--- src/hdl/go_back_n_link_controller_macros.svh ---
// Assertion macros shared by the link controller RTL.
// Each check is clocked on the given clock and held off while reset is low.
`ifndef GO_BACK_N_LINK_CONTROLLER_MACROS_SVH
`define GO_BACK_N_LINK_CONTROLLER_MACROS_SVH

`ifndef SYNTHESIS

// Same-cycle implication check.
`define GBN_ASSERT_IMPLY(label, clk, rst_n, ante, cons) \
    label: assert property (@(posedge clk) disable iff (!rst_n) (ante) |-> (cons)) \
        else $error("gbn: same-cycle check failed");

// Next-cycle implication check.
`define GBN_ASSERT_NEXT(label, clk, rst_n, ante, cons) \
    label: assert property (@(posedge clk) disable iff (!rst_n) (ante) |=> (cons)) \
        else $error("gbn: next-cycle check failed");

`else

`define GBN_ASSERT_IMPLY(label, clk, rst_n, ante, cons)
`define GBN_ASSERT_NEXT(label, clk, rst_n, ante, cons)

`endif

`endif

--- src/hdl/gbn_pkg.sv ---
package gbn_pkg;

    // Default geometry of the link controller.
    localparam int SEQ_BITS_DEF     = 3;
    localparam int PACKET_WIDTH_DEF = 32;

    // Retransmit timer register.
    localparam int                 TIMER_W     = 16;
    localparam logic [TIMER_W-1:0] RETX_RESET  = 16'd2000;

    // Request selector on the input stream.
    localparam int ACT_W = 2;
    localparam logic [ACT_W-1:0] ACT_NEW_PACKET = 2'd0;
    localparam logic [ACT_W-1:0] ACT_PHY_READY  = 2'd1;
    localparam logic [ACT_W-1:0] ACT_FRAME_RX   = 2'd2;
    localparam logic [ACT_W-1:0] ACT_TIMEOUT    = 2'd3;

    // Received frame type.
    localparam logic RX_KIND_DATA = 1'b0;
    localparam logic RX_KIND_ACK  = 1'b1;

    // Result kind on the output stream.
    localparam int KIND_W = 3;
    localparam logic [KIND_W-1:0] KIND_SEND_DATA  = 3'd0;
    localparam logic [KIND_W-1:0] KIND_SEND_ACK   = 3'd1;
    localparam logic [KIND_W-1:0] KIND_DELIVER    = 3'd2;
    localparam logic [KIND_W-1:0] KIND_STOP_TIMER = 3'd3;
    localparam logic [KIND_W-1:0] KIND_STATUS     = 3'd4;

endpackage

--- src/hdl/gbn_slot_ram.sv ---
module gbn_slot_ram #(
    parameter int ADDR_W = 3,
    parameter int DATA_W = 32
) (
    input  logic              i_clk,
    input  logic              i_we,
    input  logic [ADDR_W-1:0] i_waddr,
    input  logic [DATA_W-1:0] i_wdata,
    input  logic              i_re,
    input  logic [ADDR_W-1:0] i_raddr,
    output logic [DATA_W-1:0] o_rdata
);

    logic [DATA_W-1:0] mem [2**ADDR_W];
    logic [DATA_W-1:0] r_rdata;

    // One write port, one registered read port; read data holds when not read.
    always_ff @(posedge i_clk) begin
        if (i_we) begin
            mem[i_waddr] <= i_wdata;
        end
        if (i_re) begin
            r_rdata <= mem[i_raddr];
        end
    end

    assign o_rdata = r_rdata;

endmodule

--- src/hdl/go_back_n_link_controller.sv ---
// Go-Back-N link controller: one request in, one to nine results out.
// Requests are decoded into state registers; results are registered at the output.
// One result per cycle while the output is ready; new requests wait until all are out.
// A timeout streams the window out of the slot RAM, one read per result.
// Reset (i_rst_n low, synchronous) empties the window and clears the sequence state;
// slot RAM contents are not cleared, only slots inside the window are read.
`include "go_back_n_link_controller_macros.svh"

module go_back_n_link_controller #(
    parameter int SEQ_BITS     = gbn_pkg::SEQ_BITS_DEF,
    parameter int PACKET_WIDTH = gbn_pkg::PACKET_WIDTH_DEF,
    localparam int IN_BITS  = 2 * PACKET_WIDTH + 2 * SEQ_BITS + 1,
    localparam int IN_W     = ((IN_BITS + 7) / 8) * 8,
    localparam int OUT_BITS = 2 * SEQ_BITS + PACKET_WIDTH + gbn_pkg::TIMER_W + 1,
    localparam int OUT_W    = ((OUT_BITS + 7) / 8) * 8
) (
    input  logic                        i_clk,
    input  logic                        i_rst_n,
    // Configuration: retransmit timer length.
    input  logic                        i_cfg_we,
    input  logic [gbn_pkg::TIMER_W-1:0] i_cfg_wdata,
    // Request stream.
    input  logic                        i_s_axis_tvalid,
    output logic                        o_s_axis_tready,
    // tdata from bit 0: tx_packet, rx_valid, rx_seq, rx_ack, rx_packet, zero fill
    input  logic [IN_W-1:0]             i_s_axis_tdata,
    // tuser from bit 0: action (2 bits), rx_kind
    input  logic [gbn_pkg::ACT_W:0]     i_s_axis_tuser,
    // Result stream.
    output logic                        o_m_axis_tvalid,
    input  logic                        i_m_axis_tready,
    // tdata from bit 0: seq, ack_number, packet, timer_length, network_enable, zero fill
    output logic [OUT_W-1:0]            o_m_axis_tdata,
    // tuser from bit 0: kind
    output logic [gbn_pkg::KIND_W-1:0]  o_m_axis_tuser,
    output logic                        o_m_axis_tlast
);

    import gbn_pkg::*;

    localparam logic [SEQ_BITS-1:0] WINDOW  = {SEQ_BITS{1'b1}};
    localparam logic [SEQ_BITS-1:0] SEQ_ONE = SEQ_BITS'(1);
    localparam logic [SEQ_BITS-1:0] SEQ_TWO = SEQ_BITS'(2);

    typedef enum logic [2:0] {
        S_IDLE,
        S_SEND,
        S_STATUS,
        S_DELIVER,
        S_ACK,
        S_STOP,
        S_RESEND
    } t_state;

    // Request fields.
    logic [ACT_W-1:0]        in_action;
    logic                    in_rx_kind;
    logic [PACKET_WIDTH-1:0] in_tx_packet;
    logic                    in_rx_valid;
    logic [SEQ_BITS-1:0]     in_rx_seq;
    logic [SEQ_BITS-1:0]     in_rx_ack;
    logic [PACKET_WIDTH-1:0] in_rx_packet;

    assign in_action    = i_s_axis_tuser[ACT_W-1:0];
    assign in_rx_kind   = i_s_axis_tuser[ACT_W];
    assign in_tx_packet = i_s_axis_tdata[PACKET_WIDTH-1:0];
    assign in_rx_valid  = i_s_axis_tdata[PACKET_WIDTH];
    assign in_rx_seq    = i_s_axis_tdata[PACKET_WIDTH+SEQ_BITS:PACKET_WIDTH+1];
    assign in_rx_ack    = i_s_axis_tdata[PACKET_WIDTH+2*SEQ_BITS:PACKET_WIDTH+SEQ_BITS+1];
    assign in_rx_packet = i_s_axis_tdata[2*PACKET_WIDTH+2*SEQ_BITS:PACKET_WIDTH+2*SEQ_BITS+1];

    // Link state and sequencer registers.
    t_state                  r_state, n_state;
    logic [SEQ_BITS-1:0]     r_base, n_base;
    logic [SEQ_BITS-1:0]     r_next, n_next;
    logic [SEQ_BITS-1:0]     r_outstanding, n_outstanding;
    logic [SEQ_BITS-1:0]     r_expected, n_expected;
    logic                    r_phy, n_phy;
    logic [SEQ_BITS-1:0]     r_cnt, n_cnt;
    logic [SEQ_BITS-1:0]     r_seq, n_seq;
    logic [PACKET_WIDTH-1:0] r_pkt, n_pkt;
    logic                    r_en, n_en;
    logic [TIMER_W-1:0]      r_retx;

    // Output register.
    logic                    r_out_valid, n_out_valid;
    logic [KIND_W-1:0]       r_o_kind, n_o_kind;
    logic [SEQ_BITS-1:0]     r_o_seq, n_o_seq;
    logic [SEQ_BITS-1:0]     r_o_ack, n_o_ack;
    logic [PACKET_WIDTH-1:0] r_o_pkt, n_o_pkt;
    logic [TIMER_W-1:0]      r_o_timer, n_o_timer;
    logic                    r_o_en, n_o_en;
    logic                    r_o_last, n_o_last;

    // Slot RAM ports.
    logic                    ram_we;
    logic [SEQ_BITS-1:0]     ram_waddr;
    logic [PACKET_WIDTH-1:0] ram_wdata;
    logic                    ram_re;
    logic [SEQ_BITS-1:0]     ram_raddr;
    logic [PACKET_WIDTH-1:0] ram_rdata;

    logic                    can_load;
    logic                    s_accept;
    logic [SEQ_BITS-1:0]     ack_ofs;
    logic                    ack_hit;
    logic [SEQ_BITS-1:0]     cur_ack;
    logic                    loop_busy;

    gbn_slot_ram #(
        .ADDR_W (SEQ_BITS),
        .DATA_W (PACKET_WIDTH)
    ) u_slot_ram (
        .i_clk   (i_clk),
        .i_we    (ram_we),
        .i_waddr (ram_waddr),
        .i_wdata (ram_wdata),
        .i_re    (ram_re),
        .i_raddr (ram_raddr),
        .o_rdata (ram_rdata)
    );

    assign can_load  = !r_out_valid || i_m_axis_tready;
    assign s_accept  = i_s_axis_tvalid && (r_state == S_IDLE);
    assign cur_ack   = r_expected - SEQ_ONE;
    assign loop_busy = (r_state == S_RESEND) || (r_state == S_STOP);

    // A cumulative ack releases frames base..rx_ack when rx_ack lies inside the window.
    assign ack_ofs = in_rx_ack - r_base;
    assign ack_hit = ack_ofs < r_outstanding;

    // Sequencer: decodes a request, updates the link state and emits its results.
    always_comb begin
        n_state       = r_state;
        n_base        = r_base;
        n_next        = r_next;
        n_outstanding = r_outstanding;
        n_expected    = r_expected;
        n_phy         = r_phy;
        n_cnt         = r_cnt;
        n_seq         = r_seq;
        n_pkt         = r_pkt;
        n_en          = r_en;

        n_out_valid = r_out_valid && !i_m_axis_tready;
        n_o_kind    = r_o_kind;
        n_o_seq     = r_o_seq;
        n_o_ack     = r_o_ack;
        n_o_pkt     = r_o_pkt;
        n_o_timer   = r_o_timer;
        n_o_en      = r_o_en;
        n_o_last    = r_o_last;

        ram_we    = 1'b0;
        ram_waddr = r_next;
        ram_wdata = in_tx_packet;
        ram_re    = 1'b0;
        ram_raddr = r_seq + SEQ_ONE;

        case (r_state)
            S_IDLE: begin
                if (s_accept) begin
                    n_state = S_STATUS;
                    case (in_action)
                        ACT_NEW_PACKET: begin
                            if (r_outstanding != WINDOW) begin
                                ram_we        = 1'b1;
                                n_outstanding = r_outstanding + SEQ_ONE;
                                n_next        = r_next + SEQ_ONE;
                                n_phy         = 1'b0;
                                n_seq         = r_next;
                                n_pkt         = in_tx_packet;
                                n_state       = S_SEND;
                            end
                        end
                        ACT_PHY_READY: begin
                            n_phy = 1'b1;
                        end
                        ACT_FRAME_RX: begin
                            if (in_rx_valid) begin
                                n_seq = r_base;
                                n_cnt = '0;
                                if (ack_hit) begin
                                    n_cnt         = ack_ofs + SEQ_ONE;
                                    n_base        = in_rx_ack + SEQ_ONE;
                                    n_outstanding = r_outstanding - (ack_ofs + SEQ_ONE);
                                    n_state       = S_STOP;
                                end
                                if (in_rx_kind == RX_KIND_DATA) begin
                                    n_phy   = 1'b0;
                                    n_state = S_ACK;
                                    if (in_rx_seq == r_expected) begin
                                        n_expected = r_expected + SEQ_ONE;
                                        n_pkt      = in_rx_packet;
                                        n_state    = S_DELIVER;
                                    end
                                end
                            end
                        end
                        ACT_TIMEOUT: begin
                            if (r_outstanding != '0) begin
                                ram_re    = 1'b1;
                                ram_raddr = r_base;
                                n_seq     = r_base;
                                n_cnt     = r_outstanding;
                                n_phy     = 1'b0;
                                n_state   = S_RESEND;
                            end
                        end
                        default: begin
                            n_state = S_STATUS;
                        end
                    endcase
                    n_en = (n_outstanding != WINDOW) && n_phy;
                end
            end

            S_SEND: begin
                if (can_load) begin
                    n_out_valid = 1'b1;
                    n_o_kind    = KIND_SEND_DATA;
                    n_o_seq     = r_seq;
                    n_o_ack     = cur_ack;
                    n_o_pkt     = r_pkt;
                    n_o_timer   = r_retx;
                    n_o_en      = r_en;
                    n_o_last    = 1'b1;
                    n_state     = S_IDLE;
                end
            end

            S_STATUS: begin
                if (can_load) begin
                    n_out_valid = 1'b1;
                    n_o_kind    = KIND_STATUS;
                    n_o_seq     = '0;
                    n_o_ack     = cur_ack;
                    n_o_pkt     = '0;
                    n_o_timer   = '0;
                    n_o_en      = r_en;
                    n_o_last    = 1'b1;
                    n_state     = S_IDLE;
                end
            end

            // The expected sequence has already moved on; delivery reports the old ack.
            S_DELIVER: begin
                if (can_load) begin
                    n_out_valid = 1'b1;
                    n_o_kind    = KIND_DELIVER;
                    n_o_seq     = '0;
                    n_o_ack     = r_expected - SEQ_TWO;
                    n_o_pkt     = r_pkt;
                    n_o_timer   = '0;
                    n_o_en      = r_en;
                    n_o_last    = 1'b0;
                    n_state     = S_ACK;
                end
            end

            S_ACK: begin
                if (can_load) begin
                    n_out_valid = 1'b1;
                    n_o_kind    = KIND_SEND_ACK;
                    n_o_seq     = '0;
                    n_o_ack     = cur_ack;
                    n_o_pkt     = '0;
                    n_o_timer   = '0;
                    n_o_en      = r_en;
                    n_o_last    = (r_cnt == '0);
                    n_state     = (r_cnt == '0) ? S_IDLE : S_STOP;
                end
            end

            S_STOP: begin
                if (can_load) begin
                    n_out_valid = 1'b1;
                    n_o_kind    = KIND_STOP_TIMER;
                    n_o_seq     = r_seq;
                    n_o_ack     = cur_ack;
                    n_o_pkt     = '0;
                    n_o_timer   = '0;
                    n_o_en      = r_en;
                    n_o_last    = (r_cnt == SEQ_ONE);
                    n_seq       = r_seq + SEQ_ONE;
                    n_cnt       = r_cnt - SEQ_ONE;
                    if (r_cnt == SEQ_ONE) begin
                        n_state = S_IDLE;
                    end
                end
            end

            // Slot data for r_seq is read and held; fetch the next slot as it goes out.
            S_RESEND: begin
                if (can_load) begin
                    n_out_valid = 1'b1;
                    n_o_kind    = KIND_SEND_DATA;
                    n_o_seq     = r_seq;
                    n_o_ack     = cur_ack;
                    n_o_pkt     = ram_rdata;
                    n_o_timer   = r_retx;
                    n_o_en      = r_en;
                    n_o_last    = (r_cnt == SEQ_ONE);
                    n_seq       = r_seq + SEQ_ONE;
                    n_cnt       = r_cnt - SEQ_ONE;
                    if (r_cnt == SEQ_ONE) begin
                        n_state = S_IDLE;
                    end else begin
                        ram_re = 1'b1;
                    end
                end
            end

            default: begin
                n_state = S_IDLE;
            end
        endcase
    end

    // State and registered outputs.
    always_ff @(posedge i_clk) begin
        r_seq     <= n_seq;
        r_pkt     <= n_pkt;
        r_en      <= n_en;
        r_o_kind  <= n_o_kind;
        r_o_seq   <= n_o_seq;
        r_o_ack   <= n_o_ack;
        r_o_pkt   <= n_o_pkt;
        r_o_timer <= n_o_timer;
        r_o_en    <= n_o_en;
        r_o_last  <= n_o_last;
        if (!i_rst_n) begin
            r_state       <= S_IDLE;
            r_base        <= '0;
            r_next        <= '0;
            r_outstanding <= '0;
            r_expected    <= '0;
            r_phy         <= 1'b0;
            r_cnt         <= '0;
            r_out_valid   <= 1'b0;
        end else begin
            r_state       <= n_state;
            r_base        <= n_base;
            r_next        <= n_next;
            r_outstanding <= n_outstanding;
            r_expected    <= n_expected;
            r_phy         <= n_phy;
            r_cnt         <= n_cnt;
            r_out_valid   <= n_out_valid;
        end
    end

    // Retransmit timer register.
    always_ff @(posedge i_clk) begin
        if (!i_rst_n) begin
            r_retx <= RETX_RESET;
        end else if (i_cfg_we) begin
            r_retx <= i_cfg_wdata;
        end
    end

    assign o_s_axis_tready = (r_state == S_IDLE);
    assign o_m_axis_tvalid = r_out_valid;
    assign o_m_axis_tuser  = r_o_kind;
    assign o_m_axis_tlast  = r_o_last;
    assign o_m_axis_tdata  = OUT_W'({r_o_en, r_o_timer, r_o_pkt, r_o_ack, r_o_seq});

    // The window edges and the outstanding count always agree.
    `GBN_ASSERT_IMPLY(a_window_edges, i_clk, i_rst_n, 1'b1, (r_base + r_outstanding) == r_next)
    // The slot RAM is never written and read in the same cycle.
    `GBN_ASSERT_IMPLY(a_slot_port, i_clk, i_rst_n, ram_we, !ram_re)
    // Loops over the window never run with an empty count.
    `GBN_ASSERT_IMPLY(a_loop_count, i_clk, i_rst_n, loop_busy, r_cnt != '0)
    // An accepted request always leaves idle, so it produces at least one result.
    `GBN_ASSERT_NEXT(a_request_taken, i_clk, i_rst_n, s_accept, r_state != S_IDLE)

endmodule

--- config.mk ---
export PLATFORM = sky130hd
export DESIGN_NAME = go_back_n_link_controller
export DESIGN_NICKNAME = d
export VERILOG_FILES = /design/src/hdl/gbn_pkg.sv /design/src/hdl/gbn_slot_ram.sv /design/src/hdl/go_back_n_link_controller.sv
export VERILOG_INCLUDE_DIRS = /design/src /design/src/hdl
export SDC_FILE = /design/constraint.sdc
export NUM_CORES = 1
export LEC_CHECK = 0
export BUFFER_PORTS_ARGS = -buffer_cell sky130_fd_sc_hd__buf_2
export CORE_MARGIN = 3
export CORE_UTILIZATION = 58
export CTS_BUF_LIST = sky130_fd_sc_hd__clkbuf_4 sky130_fd_sc_hd__clkbuf_8
export DETAILED_ROUTE_END_ITERATION = 10
export GPL_TIMING_DRIVEN = 0
export PLACE_DENSITY = 0.84
export SYNTH_ARGS = -nofsm -noshare
export SYNTH_HDL_FRONTEND = slang
export SYNTH_SLANG_ARGS = --single-unit
--- constraint.sdc ---
create_clock -name i_clk -period 18.1 [get_ports i_clk]
set_input_delay 0 -clock i_clk [delete_from_list [all_inputs] [get_ports i_clk]]
set_output_delay 0 -clock i_clk [all_outputs]
set_load 0.005 [all_outputs]
==> run metrics, run 1 <==
Synth warnings=0; MaxCap Viol Count=0; CTS root buf=clkbuf_8; grt ovf=0; period utilization=0.193; critical-path maximum fanout=7; Max Buffers Root-to-Sink=3; Finished Layout Cells=1,972; total nets after synthesis=1,300; Slew @ Worst Pin=1.24 ns; GRT Overall Usage=0.272; Relative slew margins=0.172; Worst Path Required=18.64 ns; commonest non-fill, non-tap cell in the layout=edfxtp_1; antenna viol nets, final=0; # rows=61; Post-Syn Area=16,900 um2; RSZ-0062 raised after global routing=false; worst-skew pair later-pin latency=0.59 ns; Yosys top cell area share=0.683; DR DRC count=0; Die X=176 um; Post-CTS Setup Inserts=0; clock skew=0.0277 ns; drt via density=5.87; first-pass GRT wire length=64.6 mm; status=finished clean; Final Hold Fails=0; WHS Endpoint=r_pkt[0]; Post-CTS Resized=0; Final Max Tran Viols=0; Hold Path Class=in -> reg; RePlAce Congestion=0.853; layout cells sized above 1=0.222; largest net degree at the start of global routing=33; area leader, netlist=edfxtp_1; sequential area share after synthesis=0.725; most frequent cells in the layout=edfxtp_1, nand2_1, buf_2; Worst R2R End=r_base[2]; Post-synth EDFFs=383; asr flop ratio synth=0; FF+latch count, synth=419; initial drt markers=1,330; port bufs=154; worst r2r src=r_base[0]; pwr/cell area=128 nW/um2; peak supply drop=73.3 uV; Num CTS Buffers=66; count of different cell masters after synthesis=55; dominant synthesized flop cell=edfxtp_1; Die H=176 um; Gate Count Post-Synth=1,186; r2r setup slk=14.61 ns; Placed Cells=1,738; minimum clock period=3.49 ns; Final nets=1,656; dpl hpwl=26.0 mm; Setup crit start kind=register; WHS Path Cells=4; DRT Pass-1 Iters=7; final WL=42.9 mm; die area=31,100 um2; Vias=11,600; setup_tns=0 ns; most area-consuming cells after synthesis=edfxtp_1, nand2_1, dfxtp_1; core box area=28,200 um2; CTS H-tree lvls=3; nature of the critical path endpoint=register; final setup violation count=0; P&R area growth vs syn=24.1%; vias in the first global route=11,700; Worst R2R Path Depth=11; FMAX=286 MHz; I/O pins=158; Reg clk slew, reported paths=0.06 ns; static leakage=7.73 nW; CTS Sinks=419; CTS tree=done; startpoint of the lowest-slack hold path=i_s_axis_tdata[34]; critical path type=reg -> reg; Initial Util=0.597; Mapped Avg Cell Area=14.2 um2; initial antenna violation count=1; Critical Path AT=4.03 ns; WL per Instance=21.7 um
## synth_stat cells (3+ instances only)
cell and count:
a311oi_1 4, xor2_1 4, buf_6 5, a211oi_1 6, nor2_1 49, dfxtp_1 36, clkbuf_1 34, buf_1 4
edfxtp_1 383, mux2_2 33, inv_1 19, or3_1 3, nand2b_1 4, nand2_1 220, o31ai_1 3, a32oi_1 32
buf_4 6, buf_2 16, o21ai_1 3, a21o_1 3, and3_1 32, a31oi_1 3, nor2b_1 23, a21oi_1 21
ha_1 16, nand3_1 76, nor3_1 3, mux2i_1 55, a22o_1 32, o21ai_0 14, and2_1 4, xnor2_1 10
## cells by family (layout without fill, tap and decap cells)
logic type | count (synthesis) | after routing | share of synthesized area
AOI/OAI and AO/OA | 134 | 134 | 0.0593
xor gates and xnor gates | 15 | 15 | 0.00861
adders and majority gates | 18 | 18 | 0.0143
buffers and inverters | 86 | 493 | 0.0239
DFF | 419 | 419 | 0.725
muxes | 89 | 89 | 0.0556
other | 1 | 2 | 0.000223
and+or+nand+nor | 424 | 424 | 0.113
## what timing repair did
action	in CTS	in global routing
endpoints found under the setup margin	0	0
endpoints found under the hold margin	318	0
hold buffers	114	0
## flip-flops by register name, summed over array words and instances, names as in the netlist, 3 cells and up
name                cells
u_slot_ram.mem        256
r_o_seq                 3
r_base                  3
r_pkt                  32
r_o_timer              16
r_seq                   3
r_o_ack                 3
r_expected              3
r_next                  3
u_slot_ram.o_rdata     32
r_state                 3
o_m_axis_tuser          3
r_o_pkt                32
r_outstanding           3
r_cnt                   3
r_retx                 16
## area by class of cell
class                      instances  area [um2]
sequential                       419       12200
fill                            1650        7330
multi-input combinational        681        4300
timing repair buffer             288        2200
clock buffer                      91        1100
tap                              378         473
buffer                            65         324
clock inverter                    28         213
inverter                          21        78.8
antenna                            1        2.50
## report_power, final
part	switching (mW)	total [mW]	internal, mW
registers	0.0308	1.24	1.21
clock network	0.373	0.799	0.426
logic	0.398	0.636	0.238
total	0.802	2.67	1.87
## how the worst max path moves through the flow
| stage | start | to | slack, ns |
|---|---|---|---|
| CTS | r_base[0] | r_base[0] | 14.69 |
| global placement | r_state[0] | r_pkt[16] | 6.32 |
| floorplan | r_state[0] | r_pkt[0] | 11.29 |
| finish | r_base[0] | r_base[2] | 14.61 |
| detailed placement | r_state[0] | u_slot_ram.mem[0][17] | 14.74 |
| global route | r_base[0] | r_base[2] | 14.31 |
## worst max-delay path: stages (launching register included)
cell           delay (ns)
dfxtp_1              0.45
ha_1                 0.20
inv_1                0.05
fa_1                 0.39
xnor3_1              0.41
ha_1                 0.32
a21oi_1              0.17
nand3_1              0.25
nor2_1               0.31
nor2_1               0.07
a211oi_1             0.24
dlygate4sd3_1        0.58
## metal layers
metal,up-vias,track usage,part of all wire
li1,5156,-,-
met3,105,0.0533,0.10
met1,5530,0.340,0.37
met4,0,0.107,0.027
met5,-,0,0
met2,781,0.471,0.51
## metrics by stage
stage	area [um2]	total power [mW]	hold slack (ns)	worst slack [ns]	utilization
2_1_floorplan	16900	1.60	0.0957	11.29	-
3_3_place_gp	18100	1.82	0.218	6.32	0.641
3_5_place_dp	18500	1.85	0.227	14.74	0.654
4_1_cts	20900	2.66	0.0101	14.69	0.740
5_1_grt	20900	2.78	0.0506	14.31	0.741
6_report	20900	2.67	0.0310	14.61	0.741
No activity file was read; power rests on OpenSTA's default activity.
==> run 2, diff against run 1 <==
--- a/config.mk
+++ b/config.mk
@@ -6,13 +6,14 @@
 export SDC_FILE = /design/constraint.sdc
 export NUM_CORES = 1
 export LEC_CHECK = 0
+export ABC_AREA = 1
 export BUFFER_PORTS_ARGS = -buffer_cell sky130_fd_sc_hd__buf_2
 export CORE_MARGIN = 3
-export CORE_UTILIZATION = 58
+export CORE_UTILIZATION = 56
 export CTS_BUF_LIST = sky130_fd_sc_hd__clkbuf_4 sky130_fd_sc_hd__clkbuf_8
 export DETAILED_ROUTE_END_ITERATION = 10
 export GPL_TIMING_DRIVEN = 0
-export PLACE_DENSITY = 0.84
+export PLACE_DENSITY = 0.85
 export SYNTH_ARGS = -nofsm -noshare
 export SYNTH_HDL_FRONTEND = slang
 export SYNTH_SLANG_ARGS = --single-unit
==> constraint.sdc (replaced) <==
create_clock -name i_clk -period 3.19 [get_ports i_clk]
set_input_delay 0 -clock i_clk [delete_from_list [all_inputs] [get_ports i_clk]]
set_output_delay 0 -clock i_clk [all_outputs]
set_load 0.005 [all_outputs]
==> run 2 against run 1 <==
Compared with the run above: design area grew 8.9%; area after synthesis grew 9.1%; clock power grew to 5.6 times the previous value; clock skew grew 0.0057 ns; via count grew 24%; critical path type unchanged; utilization shrank 2.8 points; non-clock buffer count grew 23; cell count grew 35%; combinational power grew to 5.9 times the previous value; register-to-register slack lost 14 ns; clock-buffer cell count shrank 2; sequential share of layout area shrank 4.8 points.
==> run metrics, run 2 <==
status=finished clean; # rows=65; Worst R2R Path Depth=16; layout cells sized above 1=0.161; static leakage=10.3 nW; Biggest register=u_slot_ram.mem; Relative slew margins=0.302; Final nets=2,282; Max Buffers Root-to-Sink=3; Mapped Avg Cell Area=10.3 um2; critical-path maximum fanout=3; asr flop ratio synth=0; CTS tree=done; Vias=14,300; Worst Path Required=3.74 ns; total power=14.9 mW; Post-CTS Setup Inserts=0; area leader, netlist=edfxtp_1; grt ovf=0; WHS Endpoint=r_retx[12]; largest net degree at the start of global routing=27; Worst R2R End=r_cnt[2]; Critical Path AT=3.54 ns; Die X=187 um; total nets after synthesis=1,907; Slew @ Worst Pin=1.05 ns; Largest register FFs=256; peak supply drop=396 uV; r2r setup slk=0.21 ns; critical path type=reg -> reg; Final Max Tran Viols=0; most area-consuming cells after synthesis=edfxtp_1, nand2_1, inv_1; first-pass GRT wire length=77.1 mm; initial antenna violation count=2; dominant synthesized flop cell=edfxtp_1; period utilization=0.935; nature of the critical path endpoint=register; WL per Instance=19.1 um; MaxCap Viol Count=0; initial drt markers=1,806; FF+latch count, synth=419; Num CTS Buffers=67; Die H=187 um; final WL=50.6 mm; Reg clk slew, reported paths=0.07 ns; pwr/cell area=656 nW/um2; Initial Util=0.575; most frequent cells in the layout=nand2_1, edfxtp_1, inv_1; most common cell in the synthesized netlist=nand2_1; Setup crit start kind=register; Yosys top cell area share=0.625; worst-skew pair later-pin latency=0.61 ns; drt via density=5.39; die area=35,000 um2; setup_tns=0 ns; P&R area growth vs syn=23.8%; RePlAce Congestion=0.869; CTS root buf=clkbuf_8; Final Hold Fails=0; Post-Syn Area=18,400 um2; CTS H-tree lvls=3; clock skew=0.0334 ns; minimum clock period=2.98 ns; DR DRC count=0; CTS Sinks=419; worst r2r src=r_base[0]; GRT Overall Usage=0.283; DRT Pass-1 Iters=6; Post-synth EDFFs=383; Synth top cells by count=nand2_1, edfxtp_1, inv_1, nand3_1, a21oi_1; startpoint of the lowest-slack hold path=i_cfg_we; core box area=32,000 um2; sequential area share after synthesis=0.665; FMAX=335 MHz; port bufs=155; Synth warnings=0; Gate Count Post-Synth=1,793; vias in the first global route=14,600; Hold Path Class=in -> reg; commonest non-fill, non-tap cell in the layout=nand2_1; antenna viol nets, final=0; dpl hpwl=30.5 mm; count of different cell masters after synthesis=36; WHS Path Cells=4; final setup violation count=0; I/O pins=158
run 2: timing repair:
| item | 4_1_cts | 5_1_grt |
|---|---|---|
| gates resized for setup | 0 | 4 |
| hold buffers | 131 | 0 |
| hold endpoints to repair | 330 | 0 |
| endpoints found under the setup margin | 0 | 2 |
run 2: worst max-delay path by stage:
stage,depth (start not counted),end,start,slack [ns]
floorplan,9,u_slot_ram.mem[1][0],r_state[2],-0.63
global placement,8,u_slot_ram.mem[1][16],r_outstanding[0],-2.58
detailed placement,15,r_en,r_base[0],0.15
CTS,16,r_cnt[2],r_base[0],0.11
global route,16,r_cnt[2],r_base[0],-0.02
finish,16,r_cnt[2],r_base[0],0.21
run 2: logic make-up (layout without fill, tap and decap cells):
logic type / count (synthesis) / count (layout) / share of synthesized area
AND/OR/NAND/NOR: 806 / 806 / 0.179
flip-flops: 419 / 419 / 0.665
buffers and inverters: 409 / 835 / 0.0949
AO/OA/AOI/OAI: 134 / 134 / 0.0450
adder cells (fa/ha/maj): 18 / 18 / 0.0131
XOR/XNOR: 6 / 6 / 0.00286
other: 1 / 3 / 0.000204
run 2: per-layer routing:
metal	up-vias	GRT usage	routed length, um
met1	6639	0.341	18200
li1	6527	-	-
met5	-	0	0
met4	0	0.133	2020
met3	181	0.0558	5350
met2	982	0.493	25000
run 2: per-stage QoR:
step | instance area [um2] | setup WS [ns] | cells | utilization | hold slack [ns]
after detailed placement | 20200 | 0.146 | 2403 | 0.631 | 0.227
after CTS | 22700 | 0.113 | 2654 | 0.712 | 0.000354
after global routing | 22800 | -0.0231 | 2656 | 0.712 | 0.0988
after floorplan | 18400 | -0.626 | 1793 | - | 0.0989
after global placement | 19700 | -2.58 | 2383 | 0.617 | 0.219
final | 22800 | 0.207 | 2656 | 0.712 | 0.0409
run 2: cell type report:
class | instances | area [um2]
tap | 435 | 544
sequential | 419 | 12200
fill | 2003 | 9190
antenna | 2 | 5.00
buffer | 70 | 468
inverter | 339 | 1280
timing repair buffer | 306 | 2440
clock inverter | 31 | 176
clock buffer | 89 | 1110
multi-input combinational | 965 | 4530
run 2: critical path, stage by stage, from the launching register on:
cell           delay [ns]
dfxtp_2              0.36
ha_1                 0.15
inv_1                0.04
fa_1                 0.39
inv_1                0.09
nand2_1              0.06
nand3_1              0.09
nand2_1              0.07
ha_1                 0.32
a21oi_2              0.20
nand2_1              0.09
nor2_2               0.12
nand3_1              0.11
nand2_1              0.08
o21ai_0              0.08
a21oi_1              0.13
dlygate4sd3_1        0.56
run 2: power by group:
part	switching, mW	total (mW)	leakage [nW]	internal [mW]
registers	0.138	6.69	3.79	6.55
clock network	2.19	4.48	0.685	2.29
logic	2.48	3.77	5.85	1.30
total	4.80	14.9	10.3	10.1
==> run 3, diff against run 2 <==
--- a/config.mk
+++ b/config.mk
@@ -9,11 +9,10 @@
 export ABC_AREA = 1
 export BUFFER_PORTS_ARGS = -buffer_cell sky130_fd_sc_hd__buf_2
 export CORE_MARGIN = 3
-export CORE_UTILIZATION = 56
-export CTS_BUF_LIST = sky130_fd_sc_hd__clkbuf_4 sky130_fd_sc_hd__clkbuf_8
+export CORE_UTILIZATION = 54
 export DETAILED_ROUTE_END_ITERATION = 10
 export GPL_TIMING_DRIVEN = 0
-export PLACE_DENSITY = 0.85
+export PLACE_DENSITY = 0.82
 export SYNTH_ARGS = -nofsm -noshare
 export SYNTH_HDL_FRONTEND = slang
 export SYNTH_SLANG_ARGS = --single-unit
==> run 3 against run 2 <==
Compared with the run above: fmax decreased by 1.4%; critical path depth did not move; register-to-register slack got worse by 0.04 ns; sequential cell count is the same; hold slack worse by 0.029 ns; combinational power down 3%; power up 0.51%; die area is 3.6% higher; setup slack lost 0.042 ns; sequential share of layout area increased by 0.23 points; cell count down 1.9%; utilization is 2.6 points lower; critical path type unchanged; largest power group unchanged; highest routed layer unchanged.
==> run metrics, run 3 (same netlist as run 2, synthesis figures left out) <==
layout cells sized above 1=0.140; status=finished clean; grt ovf=0; pwr/cell area=663 nW/um2; drt via density=5.23; FMAX=331 MHz; n_diodes=0; Final nets=2,247; Worst Path Required=3.68 ns; Hold Path Class=in -> reg; final instance area=22,700 um2; static leakage=10.2 nW; total power=15.0 mW; critical path type=reg -> reg; post-layout util=0.686; Relative slew margins=0.343; GRT Overall Usage=0.255; Slew @ Worst Pin=0.982 ns; P&R area growth vs syn=23.3%; die area=36,300 um2; final WL=46.5 mm; port bufs=155; # rows=66; internal power=10.5 mW; Num CTS Buffers=42; Finished Layout Cells=2,606; Reg clk slew, reported paths=0.06 ns; peak supply drop=381 uV; Multi-input gate area=4520 um2; Setup crit start kind=register; Vias=13,600; vias in the first global route=13,800; initial drt markers=1,401; Max Buffers Root-to-Sink=3; RePlAce Congestion=0.880; worst-skew pair later-pin latency=0.56 ns; I/O pins=158; Post-CTS Setup Inserts=0; Logic pwr share=0.243; DR DRC count=0; Final Hold Fails=0; critical-path maximum fanout=3; clock power share=0.312; CTS tree=done; Placed Cells=2,408; dpl hpwl=30.0 mm; placed instance area=20,100 um2; MaxCap Viol Count=0; most frequent cells in the layout=nand2_1, edfxtp_1, inv_1; Die X=191 um; final setup violation count=0; area taken by flip-flops and latches=12,200 um2; P_sw=4.57 mW; fillers=2,261; Biggest register=u_slot_ram.mem; Die H=191 um; Reg power frac=0.444; CTS H-tree lvls=2; minimum clock period=3.03 ns; antenna viol nets, final=0; initial antenna violation count=0; commonest non-fill, non-tap cell in the layout=nand2_1; CTS Sinks=419; CTS root buf=clkbuf_16; Final Max Tran Viols=0; period utilization=0.948; Net Sw Frac=0.304; Critical Path AT=3.51 ns; nature of the critical path endpoint=register; Largest register FFs=256; Initial Util=0.557; WL per Instance=17.8 um; first-pass GRT wire length=71.7 mm; largest net degree at the start of global routing=33; core box area=33,000 um2; clock skew=0.0228 ns; DRT Pass-1 Iters=5; setup_tns=0 ns
-- run 3: power by group through the flow --
stage          Combinational [mW]  Clock (mW)  Sequential [mW]
2_1_floorplan                2.13           0             6.80
3_3_place_gp                 3.23           0             6.79
3_5_place_dp                 3.40           0             6.78
4_1_cts                      3.59        4.72             6.67
5_1_grt                      4.02        4.95             6.70
6_report                     3.66        4.69             6.67
-- run 3: final timing paths --
check,start,to,slack (ns),cells past startpoint
max,r_base[0],r_cnt[2],0.16,16
min,i_s_axis_tuser[2],r_state[1],0.01,6
max reg2reg,r_base[0],r_cnt[2],0.16,16
min reg2reg,r_en,r_o_en,0.44,0
-- run 3: layout make-up --
| class | count | share of cell area |
|---|---|---|
| sequential | 419 | 0.539 |
| multi-input combinational | 965 | 0.199 |
| timing repair buffer | 296 | 0.103 |
| inverter | 339 | 0.0563 |
| clock buffer | 51 | 0.0483 |
| tap | 442 | 0.0244 |
| buffer | 70 | 0.0206 |
| clock inverter | 24 | 0.00905 |
-- run 3: timing repair --
action / 4_1_cts / 5_1_grt
gates resized for setup: 0 / 2
setup endpoints to repair: 0 / 2
endpoints found under the hold margin: 321 / 0
hold buffers: 123 / 0
-- run 3: through the flow --
step	setup slack [ns]	hold WS, ns
4_1_cts	0.176	0.00315
5_1_grt	-0.0211	0.0316
3_3_place_gp	-2.48	0.215
2_1_floorplan	-0.626	0.0989
3_5_place_dp	0.222	0.226
6_report	0.165	0.0115
-- run 3: routing by layer --
layer	part of all wire	wire [um]	track usage	vias up
li1	-	-	-	6455
met1	0.38	17500	0.318	6351
met2	0.50	23400	0.454	718
met3	0.093	4330	0.0441	118
met4	0.026	1220	0.0824	0
met5	0	0	0	-
-- run 3: worst max-delay path, cell delays in order (launching register included) --
cell and delay (ns):
dfxtp_2 0.36, ha_1 0.15, inv_1 0.04, fa_1 0.40, inv_1 0.09, nand2_1 0.07, nand3_1 0.09, nand2_1 0.07
ha_1 0.31, a21oi_2 0.18, nand2_1 0.07, nor2_1 0.15, nand3_1 0.11, nand2_1 0.07, o21ai_0 0.08, a21oi_1 0.15
dlygate4sd3_1 0.58
